## config.mk

```make
export PLATFORM = sky130hd
export DESIGN_NAME = line_tokenizer
export DESIGN_NICKNAME = d
export VERILOG_FILES = /design/src/rtl/ltok_pkg.sv /design/src/rtl/line_tokenizer.sv /design/src/rtl/ltok_fifo.sv /design/src/rtl/ltok_front.sv /design/src/rtl/ltok_back.sv
export SDC_FILE = /design/constraint.sdc
export NUM_CORES = 1
export LEC_CHECK = 0
export ABC_CLOCK_PERIOD_IN_PS = 5800
export BUFFER_PORTS_ARGS = -buffer_cell sky130_fd_sc_hd__buf_2
export CORE_UTILIZATION = 60
export CTS_CLUSTER_SIZE = 12
export DETAILED_ROUTE_END_ITERATION = 16
export PLACE_DENSITY = 0.77
export SLEW_MARGIN = 25
export SYNTH_ARGS = -nofsm -noshare
export SYNTH_HDL_FRONTEND = slang
export SYNTH_SLANG_ARGS = --single-unit
```

## constraint.sdc

```tcl
create_clock -name clk -period 5.8 [get_ports clk]
set_clock_uncertainty 0.05 [all_clocks]
set_input_delay 0.29 -clock clk [delete_from_list [all_inputs] [get_ports clk]]
set_output_delay 0.29 -clock clk [all_outputs]
set_load 0.1 [all_outputs]
```

## src/rtl/ltok_pkg.sv

```systemverilog
// Shared types, codes and the token classifier of the line tokeniser.
package ltok_pkg;

	// Kept head bytes of a pending token, and the depth of the job queue.
	localparam int HEAD_DEPTH = 5;
	localparam int JOB_DEPTH  = 4;

	// Character codes with a meaning of their own.
	localparam logic [7:0] CH_HASH  = 8'h23;
	localparam logic [7:0] CH_QUOTE = 8'h22;
	localparam logic [7:0] CH_LPAR  = 8'h28;
	localparam logic [7:0] CH_RPAR  = 8'h29;
	localparam logic [7:0] CH_COLON = 8'h3A;
	localparam logic [7:0] CH_COMMA = 8'h2C;
	localparam logic [7:0] CH_SPACE = 8'h20;
	localparam logic [7:0] CH_TAB   = 8'h09;
	localparam logic [7:0] CH_CR    = 8'h0D;

	// Token type codes.
	localparam logic [4:0] TT_IDENT   = 5'd0;
	localparam logic [4:0] TT_NUMBER  = 5'd1;
	localparam logic [4:0] TT_STRING  = 5'd2;
	localparam logic [4:0] TT_PLUS    = 5'd3;
	localparam logic [4:0] TT_MINUS   = 5'd4;
	localparam logic [4:0] TT_STAR    = 5'd5;
	localparam logic [4:0] TT_SLASH   = 5'd6;
	localparam logic [4:0] TT_DSLASH  = 5'd7;
	localparam logic [4:0] TT_ASSIGN  = 5'd8;
	localparam logic [4:0] TT_GT      = 5'd9;
	localparam logic [4:0] TT_LT      = 5'd10;
	localparam logic [4:0] TT_EQ      = 5'd11;
	localparam logic [4:0] TT_NE      = 5'd12;
	localparam logic [4:0] TT_GE      = 5'd13;
	localparam logic [4:0] TT_LE      = 5'd14;
	localparam logic [4:0] TT_AND     = 5'd15;
	localparam logic [4:0] TT_OR      = 5'd16;
	localparam logic [4:0] TT_NOT     = 5'd17;
	localparam logic [4:0] TT_PRINT   = 5'd18;
	localparam logic [4:0] TT_IF      = 5'd19;
	localparam logic [4:0] TT_ELSE    = 5'd20;
	localparam logic [4:0] TT_WHILE   = 5'd21;
	localparam logic [4:0] TT_ELIF    = 5'd22;
	localparam logic [4:0] TT_COMMA   = 5'd23;
	localparam logic [4:0] TT_COLON   = 5'd24;
	localparam logic [4:0] TT_LPAR    = 5'd25;
	localparam logic [4:0] TT_RPAR    = 5'd26;
	localparam logic [4:0] TT_LBRACK  = 5'd27;
	localparam logic [4:0] TT_RBRACK  = 5'd28;
	localparam logic [4:0] TT_UNKNOWN = 5'd29;

	// Error codes.
	localparam logic [1:0] ERR_OK      = 2'd0;
	localparam logic [1:0] ERR_UNKNOWN = 2'd1;
	localparam logic [1:0] ERR_LONG    = 2'd2;

	// Result kinds.
	localparam logic KIND_TOKEN = 1'b0;
	localparam logic KIND_EOL   = 1'b1;

	// Scanner mode.
	typedef enum logic [1:0] {
		MODE_NORMAL  = 2'd0,
		MODE_STRING  = 2'd1,
		MODE_COMMENT = 2'd2
	} scan_mode_t;

	typedef logic [HEAD_DEPTH-1:0][7:0] head_t;

	// One input item.
	typedef struct packed {
		logic [7:0] char_code;
		logic       line_end;
	} in_item_t;

	// One result item.
	typedef struct packed {
		logic        item_kind;
		logic [4:0]  token_type;
		logic [11:0] start_column;
		logic [5:0]  token_length;
		logic [1:0]  error_code;
		logic        is_last;
	} out_item_t;

	// A token as captured by the front end, not yet classified.
	typedef struct packed {
		head_t       head;
		logic [5:0]  len;
		logic [11:0] start;
		logic [7:0]  last;
		logic        ovf;
	} tok_t;

	// Work for the back end: an optional flushed token, then an optional
	// single-character token or end-of-line marker.
	typedef struct packed {
		logic a_vld;
		tok_t a;
		logic b_vld;
		logic b_kind;
		tok_t b;
	} job_t;

	function automatic logic is_letter(input logic [7:0] c);
		return (c >= 8'h61 && c <= 8'h7A) || (c >= 8'h41 && c <= 8'h5A);
	endfunction

	function automatic logic is_digit(input logic [7:0] c);
		return c >= 8'h30 && c <= 8'h39;
	endfunction

	function automatic logic is_space(input logic [7:0] c);
		return c == CH_SPACE || (c >= CH_TAB && c <= CH_CR);
	endfunction

	// Classifies a token from its length, its kept head and its last byte.
	// Head bytes past the length are always zero, so the fixed words can be
	// matched on the whole head; head byte 0 sits in the low bits, hence the
	// reversed spelling of each word.
	function automatic logic [4:0] classify(input head_t head, input logic [5:0] len,
			input logic [7:0] last);
		logic [4:0] ty;
		unique case ({len, head})
			{6'd2, 24'h0, "fi"}:    ty = TT_IF;
			{6'd4, 8'h0, "esle"}:   ty = TT_ELSE;
			{6'd5, "elihw"}:        ty = TT_WHILE;
			{6'd4, 8'h0, "file"}:   ty = TT_ELIF;
			{6'd5, "tnirp"}:        ty = TT_PRINT;
			{6'd1, 32'h0, "+"}:     ty = TT_PLUS;
			{6'd1, 32'h0, "-"}:     ty = TT_MINUS;
			{6'd1, 32'h0, "*"}:     ty = TT_STAR;
			{6'd1, 32'h0, "/"}:     ty = TT_SLASH;
			{6'd2, 24'h0, "//"}:    ty = TT_DSLASH;
			{6'd1, 32'h0, "="}:     ty = TT_ASSIGN;
			{6'd1, 32'h0, ">"}:     ty = TT_GT;
			{6'd1, 32'h0, "<"}:     ty = TT_LT;
			{6'd2, 24'h0, "=="}:    ty = TT_EQ;
			{6'd2, 24'h0, "=!"}:    ty = TT_NE;
			{6'd2, 24'h0, "=>"}:    ty = TT_GE;
			{6'd2, 24'h0, "=<"}:    ty = TT_LE;
			{6'd3, 16'h0, "dna"}:   ty = TT_AND;
			{6'd2, 24'h0, "ro"}:    ty = TT_OR;
			{6'd3, 16'h0, "ton"}:   ty = TT_NOT;
			{6'd1, 32'h0, ","}:     ty = TT_COMMA;
			{6'd1, 32'h0, ":"}:     ty = TT_COLON;
			{6'd1, 32'h0, "("}:     ty = TT_LPAR;
			{6'd1, 32'h0, ")"}:     ty = TT_RPAR;
			{6'd1, 32'h0, "["}:     ty = TT_LBRACK;
			{6'd1, 32'h0, "]"}:     ty = TT_RBRACK;
			default: begin
				if (is_letter(head[0])) begin
					ty = TT_IDENT;
				end else if (is_digit(head[0])) begin
					ty = TT_NUMBER;
				end else if (head[0] == CH_QUOTE && last == CH_QUOTE) begin
					ty = TT_STRING;
				end else begin
					ty = TT_UNKNOWN;
				end
			end
		endcase
		return ty;
	endfunction

endpackage

```

## src/rtl/line_tokenizer.sv

```systemverilog
// Top level of the line tokeniser: front end, job queue and back end.
//
// The block takes one character of a source line per transfer and returns the
// classified tokens, then an end-of-line marker when line_end is given. It
// accepts a character in every cycle; the back end hands out one result per
// cycle while results are taken, so a character that completes two results
// (a pending token followed by punctuation or by the end-of-line marker)
// holds the back end for both of them. A queue of four jobs between front and
// back absorbs these, and input is held off by full only when that queue
// fills. A token passes through the job queue and then the output register,
// entering the latter when it is free. No memory needs clearing after reset.
module line_tokenizer #(
	parameter int MAX_TOKEN_CHARS = 64,
	parameter int MAX_LINE_CHARS  = 4096
) (
	input  logic                clk,
	input  logic                arst_n,
	input  logic                push,
	output logic                full,
	input  ltok_pkg::in_item_t  item,
	output logic                empty,
	input  logic                pop,
	output ltok_pkg::out_item_t result
);
	import ltok_pkg::*;

	job_t job_in;
	job_t job_out;
	logic job_push;
	logic job_full;
	logic job_pop;
	logic job_empty;

	// Character scanning.
	ltok_front #(
		.MAX_TOKEN_CHARS(MAX_TOKEN_CHARS),
		.MAX_LINE_CHARS (MAX_LINE_CHARS)
	) u_front (
		.clk     (clk),
		.arst_n  (arst_n),
		.push    (push),
		.full    (full),
		.item    (item),
		.job_full(job_full),
		.job_push(job_push),
		.job     (job_in)
	);

	// Decoupling queue.
	ltok_fifo u_fifo (
		.clk      (clk),
		.arst_n   (arst_n),
		.push     (job_push),
		.push_data(job_in),
		.full     (job_full),
		.pop      (job_pop),
		.pop_data (job_out),
		.empty    (job_empty)
	);

	// Classification and result output.
	ltok_back u_back (
		.clk      (clk),
		.arst_n   (arst_n),
		.job_empty(job_empty),
		.job      (job_out),
		.job_pop  (job_pop),
		.empty    (empty),
		.pop      (pop),
		.result   (result)
	);

endmodule

```

## src/rtl/ltok_fifo.sv

```systemverilog
// Short job queue between the scanning front end and the result back end.
module ltok_fifo (
	input  logic          clk,
	input  logic          arst_n,
	input  logic          push,
	input  ltok_pkg::job_t push_data,
	output logic          full,
	input  logic          pop,
	output ltok_pkg::job_t pop_data,
	output logic          empty
);
	import ltok_pkg::*;

	localparam int PtrW = $clog2(JOB_DEPTH);
	localparam int CntW = $clog2(JOB_DEPTH + 1);

	job_t            mem_q [JOB_DEPTH];
	logic [PtrW-1:0] wr_ptr_q;
	logic [PtrW-1:0] rd_ptr_q;
	logic [CntW-1:0] count_q;
	logic            do_push;
	logic            do_pop;

	assign full     = count_q == CntW'(JOB_DEPTH);
	assign empty    = count_q == '0;
	assign do_push  = push && !full;
	assign do_pop   = pop && !empty;
	assign pop_data = mem_q[rd_ptr_q];

	// Entry storage.
	always_ff @(posedge clk) begin
		if (do_push) begin
			mem_q[wr_ptr_q] <= push_data;
		end
	end

	// Pointers and fill count.
	always_ff @(posedge clk or negedge arst_n) begin
		if (!arst_n) begin
			wr_ptr_q <= '0;
			rd_ptr_q <= '0;
			count_q  <= '0;
		end else begin
			if (do_push) begin
				wr_ptr_q <= wr_ptr_q + 1'b1;
			end
			if (do_pop) begin
				rd_ptr_q <= rd_ptr_q + 1'b1;
			end
			if (do_push && !do_pop) begin
				count_q <= count_q + 1'b1;
			end else if (do_pop && !do_push) begin
				count_q <= count_q - 1'b1;
			end
		end
	end

endmodule

```

## src/rtl/ltok_front.sv

```systemverilog
// Front end: takes one character per transfer, tracks the pending token and
// the scan mode, and queues the tokens that each character completes.
module ltok_front #(
	parameter int MAX_TOKEN_CHARS = 64,
	parameter int MAX_LINE_CHARS  = 4096
) (
	input  logic               clk,
	input  logic               arst_n,
	input  logic               push,
	output logic               full,
	input  ltok_pkg::in_item_t item,
	input  logic               job_full,
	output logic               job_push,
	output ltok_pkg::job_t     job
);
	import ltok_pkg::*;

	localparam int LenCap = (MAX_TOKEN_CHARS - 1 > 63) ? 63 : MAX_TOKEN_CHARS - 1;
	localparam int ColMax = (MAX_LINE_CHARS > 4096 ? 4096 : MAX_LINE_CHARS) - 1;

	scan_mode_t  mode_q, mode_d;
	tok_t        pend_q, pend_d;
	logic [11:0] col_q, col_d;
	tok_t        app;
	tok_t        cleared;
	tok_t        single;
	logic        accept;
	logic [7:0]  c;
	logic        has_pend;

	assign full     = job_full;
	assign accept   = push && !job_full;
	assign c        = item.char_code;
	assign has_pend = pend_q.len != '0;

	// Pending token with the current character appended.
	always_comb begin
		app = pend_q;
		if (!has_pend) begin
			app.start = col_q;
			app.ovf   = 1'b0;
		end
		if (pend_q.len < 6'(LenCap)) begin
			if (pend_q.len < 6'(HEAD_DEPTH)) begin
				app.head[pend_q.len[2:0]] = c;
			end
			app.len = pend_q.len + 1'b1;
		end else begin
			app.ovf = 1'b1;
		end
		app.last = c;
	end

	// Empty pending token, keeping its start column, and the one-character
	// token that a punctuation character makes.
	always_comb begin
		cleared       = '0;
		cleared.start = pend_q.start;
		single        = '0;
		single.head[0] = c;
		single.len    = 6'd1;
		single.start  = col_q;
		single.last   = c;
	end

	// Scanner decisions for one character or line end.
	always_comb begin
		mode_d     = mode_q;
		pend_d     = pend_q;
		col_d      = col_q;
		job        = '0;
		job.a      = pend_q;
		job.b      = single;
		job.b_kind = KIND_TOKEN;
		if (item.line_end) begin
			job.a_vld   = has_pend;
			job.b_vld   = 1'b1;
			job.b_kind  = KIND_EOL;
			job.b       = '0;
			job.b.start = col_q;
			mode_d      = MODE_NORMAL;
			col_d       = '0;
			pend_d      = '0;
		end else begin
			if (col_q < 12'(ColMax)) begin
				col_d = col_q + 1'b1;
			end
			if (mode_q == MODE_NORMAL || mode_q == MODE_STRING) begin
				if (c == CH_HASH) begin
					mode_d = MODE_COMMENT;
				end else if (mode_q == MODE_STRING) begin
					if (c == CH_QUOTE) begin
						job.a_vld = 1'b1;
						job.a     = app;
						pend_d    = cleared;
						pend_d.start = app.start;
						mode_d    = MODE_NORMAL;
					end else begin
						pend_d = app;
					end
				end else if (is_space(c)) begin
					job.a_vld = has_pend;
					pend_d    = cleared;
				end else if (c == CH_LPAR || c == CH_RPAR || c == CH_COLON || c == CH_COMMA) begin
					job.a_vld = has_pend;
					job.b_vld = 1'b1;
					pend_d    = cleared;
				end else if (c == CH_QUOTE) begin
					pend_d = app;
					mode_d = MODE_STRING;
				end else begin
					pend_d = app;
				end
			end else begin
				mode_d = MODE_COMMENT;
			end
		end
	end

	assign job_push = accept && (job.a_vld || job.b_vld);

	// Scanner state.
	always_ff @(posedge clk or negedge arst_n) begin
		if (!arst_n) begin
			mode_q <= MODE_NORMAL;
			pend_q <= '0;
			col_q  <= '0;
		end else if (accept) begin
			mode_q <= mode_d;
			pend_q <= pend_d;
			col_q  <= col_d;
		end
	end

endmodule

```

## src/rtl/ltok_back.sv

```systemverilog
// Back end: classifies queued tokens and hands results out one per transfer
// through an output register.
module ltok_back (
	input  logic                clk,
	input  logic                arst_n,
	input  logic                job_empty,
	input  ltok_pkg::job_t      job,
	output logic                job_pop,
	output logic                empty,
	input  logic                pop,
	output ltok_pkg::out_item_t result
);
	import ltok_pkg::*;

	logic      phase_q;
	logic      res_vld_q;
	out_item_t res_q;
	out_item_t res_d;
	logic      emit_a;
	logic      done_job;
	logic      load;
	tok_t      tok;
	logic [4:0] ty;

	assign emit_a   = job.a_vld && !phase_q;
	assign done_job = emit_a ? !job.b_vld : 1'b1;
	assign load     = !job_empty && (!res_vld_q || pop);
	assign job_pop  = load && done_job;
	assign empty    = !res_vld_q;
	assign result   = res_q;

	// Pick the token of this job that goes out next and classify it.
	always_comb begin
		tok = emit_a ? job.a : job.b;
		ty  = classify(tok.head, tok.len, tok.last);
		res_d              = '0;
		res_d.item_kind    = emit_a ? KIND_TOKEN : job.b_kind;
		res_d.is_last      = done_job;
		res_d.start_column = tok.start;
		if (res_d.item_kind == KIND_TOKEN) begin
			res_d.token_type   = ty;
			res_d.token_length = tok.len;
			if (tok.ovf) begin
				res_d.error_code = ERR_LONG;
			end else if (ty == TT_UNKNOWN) begin
				res_d.error_code = ERR_UNKNOWN;
			end else begin
				res_d.error_code = ERR_OK;
			end
		end
	end

	// Result payload register.
	always_ff @(posedge clk) begin
		if (load) begin
			res_q <= res_d;
		end
	end

	// Result valid and position within a two-result job.
	always_ff @(posedge clk or negedge arst_n) begin
		if (!arst_n) begin
			res_vld_q <= 1'b0;
			phase_q   <= 1'b0;
		end else begin
			if (load) begin
				res_vld_q <= 1'b1;
				phase_q   <= !done_job;
			end else if (pop) begin
				res_vld_q <= 1'b0;
			end
		end
	end

endmodule

```

== Word-level counts from Yosys, hierarchy flattened ==
Memories as Yosys holds them, arrays and structs flattened.
Cells that the tools add are included.
Word-level totals
  register bits after elaboration: 117
  latch bits: 0
  bits in writable memories: 548
  bits in read-only memories: 0
  input port bits: 13
  output and inout bits: 29
  word-level logic and storage cells: 184
  memories kept: 1
Cells by class
  $add $sub $neg: 6
  multipliers: 0
  div/mod/pow operators: 0
  magnitude comparators: 13
  equal/unequal tests: 44
  shifts and indexed selects: 0
  mux-type cells: 54
  bitwise operators: 0
  reduce and logical (&&, ||, !) cells: 43
Memory list
  u_fifo.mem_q: words 4, width 137, rd ports 1, clocked after Yosys merged registers in 0, wr ports 1, RTL line ltok_fifo.sv:17  | job_t mem_q [JOB_DEPTH];
Operators by type and width (number)
  $mux W67: 10
  $eq A46 B41 Y1 const B: 13
  $eq A46 B42 Y1 const B: 9
  $eq A46 B43 Y1 const B: 4
  $mux W69: 2
  $mux W68: 2
  $pmux W5 S26: 1
  $eq A8 B6 Y1 const B: 9
  $mux W46: 1
  $bwmux W40: 1
  $mux W40: 1
  $mux W12: 3
  $demux W8 S3: 1
  $mux W2: 9
  $mux W1: 17
  $ge A8 B7 Y1 const B: 2
  $le A8 B7 Y1 const B: 2
  $logic_and A1 B1 Y1: 15
  $mux W5: 3
  $add A12 B1 Y12 const B: 1
  $lt A12 B12 Y1 const B: 1
  $ne A5 B4 Y1 const B: 2
  $ge A8 B4 Y1 const B: 1
  $ge A8 B6 Y1 const B: 1
  other kinds (29): 49

== Logic depth before layout (Yosys ltp) ==
  depth in word-level cells: 19
  depth in mapped cells: 17
  depth with buffers taken out: 15

== Modules after synthesis ==
A second synthesis with hierarchy kept.
Unflattened totals
  cells, all modules: 1611
  area total of the unflattened synthesis: 27996.9 sq um
By module, submodules not included
  ltok_fifo: times used 1, cells each 752, area an instance 20185.6 sq um, sequential area each 16631.0 sq um
  ltok_front: times used 1, cells each 460, area an instance 4650.7 sq um, sequential area each 2026.9 sq um
  ltok_back: times used 1, cells each 399, area an instance 3160.5 sq um, sequential area each 860.8 sq um

== Least setup slack after synthesis ==
Ideal clock, no wire load.
  path kind: register to register
  start: reg u_fifo.count_q[0]
  end: mem u_fifo.mem_q[0][100] (netlist name) (enable)
  library setup time: 0.663 ns
  arrival time: 4.682 ns
  data required time: 5.087 ns
  path slack: 0.405 ns
  stages on the path, launching flop included: 7
  buffers on the path: 2
  period minus slack after synthesis: 5.395 ns
  cell sequence: dfrtp_1 nor3b_1 nand2b_1 clkbuf_1 o21ba_2 clkbuf_1 and2_1
On the way
  cells in the longest elaborated chain, start to end: 7
Ends and longest elaborated chain
  start, declared: RTL line ltok_fifo.sv:20  | logic [CntW-1:0] count_q;
  start signal, assigned: RTL line ltok_fifo.sv:51  | count_q <= count_q + 1'b1;
  start signal, assigned: RTL line ltok_fifo.sv:53  | count_q <= count_q - 1'b1;
  $eq A3 B3 Y1 *: RTL line ltok_fifo.sv:24  | assign full = count_q == CntW'(JOB_DEPTH);
  net full: RTL line line_tokenizer.sv:19  | output logic full,
  $logic_not A1 Y1 *: RTL line ltok_fifo.sv:26, ltok_front.sv:32
  $logic_and A1 B1 Y1: RTL line ltok_front.sv:32  | assign accept = push && !job_full;
  $logic_and A1 B1 Y1: RTL line ltok_front.sv:120  | assign job_push = accept && (job.a_vld || job.b_vld);
  $logic_and A1 B1 Y1 *: RTL line ltok_fifo.sv:26  | assign do_push = push && !full;
  net u_fifo.do_push: RTL line ltok_fifo.sv:21  | logic do_push;
  $mux W1 *: RTL line ltok_fifo.sv:32  | if (do_push) begin
  $mux W1 (not written as such) *: RTL line ltok_fifo.sv:33  | mem_q[wr_ptr_q] <= push_data;
  end, declared: RTL line ltok_fifo.sv:17
The timed path passes the listed nets; every way through them passes the cells marked *.

== Final worst setup path ==
  start: reg u_fifo.rd_ptr_q[1]
  end: reg u_back.res_q, in the netlist u_back.result[1], data pin
On the way
  cells in the longest elaborated chain, start to end: 11
  elaborated cells between the ends (all ways): 50
  classes of those cells: order compare (6); eq/ne (29); mux (7); reduce/logical (7); memory (1)
Ends and longest elaborated chain
  start, declared: RTL line ltok_fifo.sv:19  | logic [PtrW-1:0] rd_ptr_q;
  start signal, assigned: RTL line ltok_fifo.sv:48  | rd_ptr_q <= rd_ptr_q + 1'b1;
  $mem_v2 Z4 W137 *
  parallel branches: the longest is 10 deep, another holds $ge A8 B6 Y1
  end signal, assigned: RTL line ltok_back.sv:56  | res_q <= res_d;
  end, declared: RTL line ltok_back.sv:17  | out_item_t res_q;
Every way passes the cells marked *.
A chain may end at the register's enable or synchronous reset.

==> impl_metrics.toml <==
[outcome]
status = "finished, final reports clean"

[clock_tree]
clock_latency_ns = 0.57
ctsLongestPathBuffers = 3
cts.clk_slew.worst_paths_ns = 0.06
cts_inserted_buffers = 48
cts_max_level = 2
postCtsSetupBuffers = 0
ctsRootBufferMaster = "clkbuf_16"
ctsHoldBuffers = 2
clkSinkCount = 481
ctsResizeCount = 0
cts_tree = "done"

[route]
drt_iter0_markers = 1353
first_pass_iters = 7
wl_um = 44320
antenna_left = 0
viasPerCell = 6.495
avgRoutedWirePerCell_um = 24.66
dr_total_vias = 11671
drcViolationCount = 0

[die]
die-area_mm2 = 0.03437
rows = 66
pin_count = 42
initial_core_util_pct = 61.56
chipWidth_um = 185.4
die_h_um = 185.4
core_area_mm2 = 0.03278

[pwr]
p_per_area_mw_per_mm2 = 530.1
leakage_uw = 0.007885
ir_drop_uv = 331.2

[synthesis]
synth_area_leader_cell = "edfxtp_1"
synth_area_mm2 = 0.02018
synth_compound_gate_area_share_pct = 5.834
synthArstFlopShare_pct = 18.71
syn_area_per_cell_um2 = 16.09
synthFlopType = "edfxtp_1"
synth_cell_types = 78
synth_top_family_by_area = "multiplexers"
yosys.area.top_type_share_pct = 58.18
mappedNetlistNets = 1276
yosysSeqAreaShare_pct = 69.34
synth.area.top_cells = "edfxtp_1 (58%), dfrtp_1 (11%), mux4_2 (8.0%), mux2_2 (1.9%), nand2_1 (1.5%)"
yosysWarnings = 0
synth-simple-area-share_pct = 10.84
synth_xor_area_share_pct = 0.6076
synth_edf_count = 391
ys_seq_elements = 481
synthMuxAreaShare_pct = 11.23
synth-adder-area-share_pct = 0.5952
syn_inst = 1254

[placed_design]
io_buffers = 41
place_area_mm2 = 0.02094
gp_congestion = 0.9080
dp_hpwl_um = 28470

[layout]
regArea_mm2 = 0.01400
drive_gt1_share_pct = 19.78
fin_nets = 1342
syn_to_final_growth_pct = 10.99
insertedDiodeCount = 0
multiInputGateArea_mm2 = 0.005911
final_common_cell = "edfxtp_1"
final_cell_mix = "edfxtp_1 (391), dfrtp_1 (88), nand2_1 (80)"
fillCellCount = 2110
design_area_mm2 = 0.02240

[critical_path]
crit_arrival_ns = 5.01
critPathKind = "reg -> reg"
cp-start-kind = "register"
cp_max_fo = 53
required_ns = 6.14
crit_path_end_kind = "register"

[timing]
post-route-period-util_pct = 80.47
holdWs_ns = 0.08867
hold_violations = 0
post-route-min-period_ns = 4.667
worst_slew_pin_slew_ns = 0.9996
relSlewSlack_pct = 32.66
setup_viol = 0
slew_violations = 0
rsz0062_at_grt = "no"
fmax_mhz = 214.3
tns_ns = 0

[run]
cap_violations = 0

[global_route]
grt_overflow = 0
antenna_found_initial = 1
first_global_vias = 11266
grt_pass1_wl_um = 66590
grt_use_total_pct = 26.43
grt_max_degree = 66

[worst_hold_path]
hold_path_class = "in -> reg"
worst paths after layout:
path	cells after the start	to	startpoint	slack [ns]
worst max-delay path	10	u_back.result[1]	u_fifo.rd_ptr_q[1]	1.13
worst min-delay path	2	u_front.pend_q[5]	item[5]	0.09
worst max register to register	10	u_back.result[1]	u_fifo.rd_ptr_q[1]	1.13
worst min register to register	2	u_front.pend_q[33]	u_front.pend_q[33]	0.42
max in group asynchronous	3	u_front.pend_q[66]	arst_n	4.44
min in group asynchronous	2	u_front.cleared[12]	arst_n	0.12
flip-flops by register name, summed over array words and instances (netlist names):
register / cells
u_fifo.count_q: 3
u_front.pend_q: 55
u_back.res_vld_q: 1
u_front.mode_q: 2
u_fifo.rd_ptr_q: 2
u_fifo.mem_q: 364
u_front.cleared: 12
u_fifo.wr_ptr_q: 2
u_back.result: 27
u_front.col_q: 12
u_back.phase_q: 1
power breakdown:
group          internal, µW  switching, µW  total, µW
Clock                  1560           1240       2800
Combinational          1410           2720       4130
Sequential             4580            357       4940
worst max-delay path, stage by stage (launching register included):
cell	delay [ns]
dfrtp_4	0.96
mux2i_1	0.35
o22ai_4	0.76
a32oi_1	0.54
nand2b_1	0.32
or4_1	0.50
or3_1	0.40
nand4_2	0.14
nand3b_1	0.12
o21bai_1	0.11
nor4b_2	0.22
metal layers:
| layer | vias to the layer above | part of all wire (%) | global-route usage (%) |
|---|---|---|---|
| met4 | 0 | 2.0 | 7.603 |
| li1 | 5081 | - | - |
| met3 | 68 | 7.4 | 4.070 |
| met1 | 5972 | 43 | 39.67 |
| met2 | 550 | 47 | 40.54 |
| met5 | - | 0 | 0 |
synth_stat cells (4+ instances only):
library cell	n
dfrtp_1	90
and2_1	24
mux2i_1	13
mux2_2	34
a31oi_1	9
edfxtp_1	391
and3_1	10
buf_2	7
or3_1	7
or2_2	11
a211oi_1	5
nand4_1	11
nand3b_1	7
xnor2_1	6
o31ai_1	6
nand3_1	27
a21oi_1	23
inv_1	16
o211ai_1	4
or4_1	4
nor4b_1	13
nand2_1	80
ha_1	8
clkbuf_1	32
nor2_1	72
or4b_2	6
mux4_2	72
nor3b_1	7
nor2b_1	38
a32oi_1	4
buf_1	5
nand2b_1	22
a22o_1	19
o21ai_0	42
nor3_1	24
mux4_1	5
a21o_1	6
buf_4	5
xor2_1	8
nor4_1	11
a32o_1	18
cell type report:
type                       count  share of cell area [%]
sequential                   481                   62.51
multi-input combinational    705                   26.39
tap                          442                   2.469
inverter                      16                  0.2681
clock inverter                 9                  0.3743
clock buffer                  76                   5.877
timing repair buffer          68                   2.112
cell families (layout without fill, tap and decap cells):
group	after synthesis	after routing
AO/OA/AOI/OAI	164	164
XOR/XNOR	14	14
adder cells (fa/ha/maj)	9	9
buffers and inverters	68	169
flip-flops	481	481
multiplexers	124	124
AND/OR/NAND/NOR	394	394
through the flow:
step                worst slack [ns]  std cells  power, µW  utilization [%]
floorplan                     0.4048       1254       8045                -
global placement               1.131       1709       8979            63.88
detailed placement             1.053       1709       9061            63.88
CTS                            1.052       1796      11880            68.22
global route                  0.9439       1797      12330            68.32
finish                         1.133       1797      11870            68.32
Power figures use the tool's default switching activity.
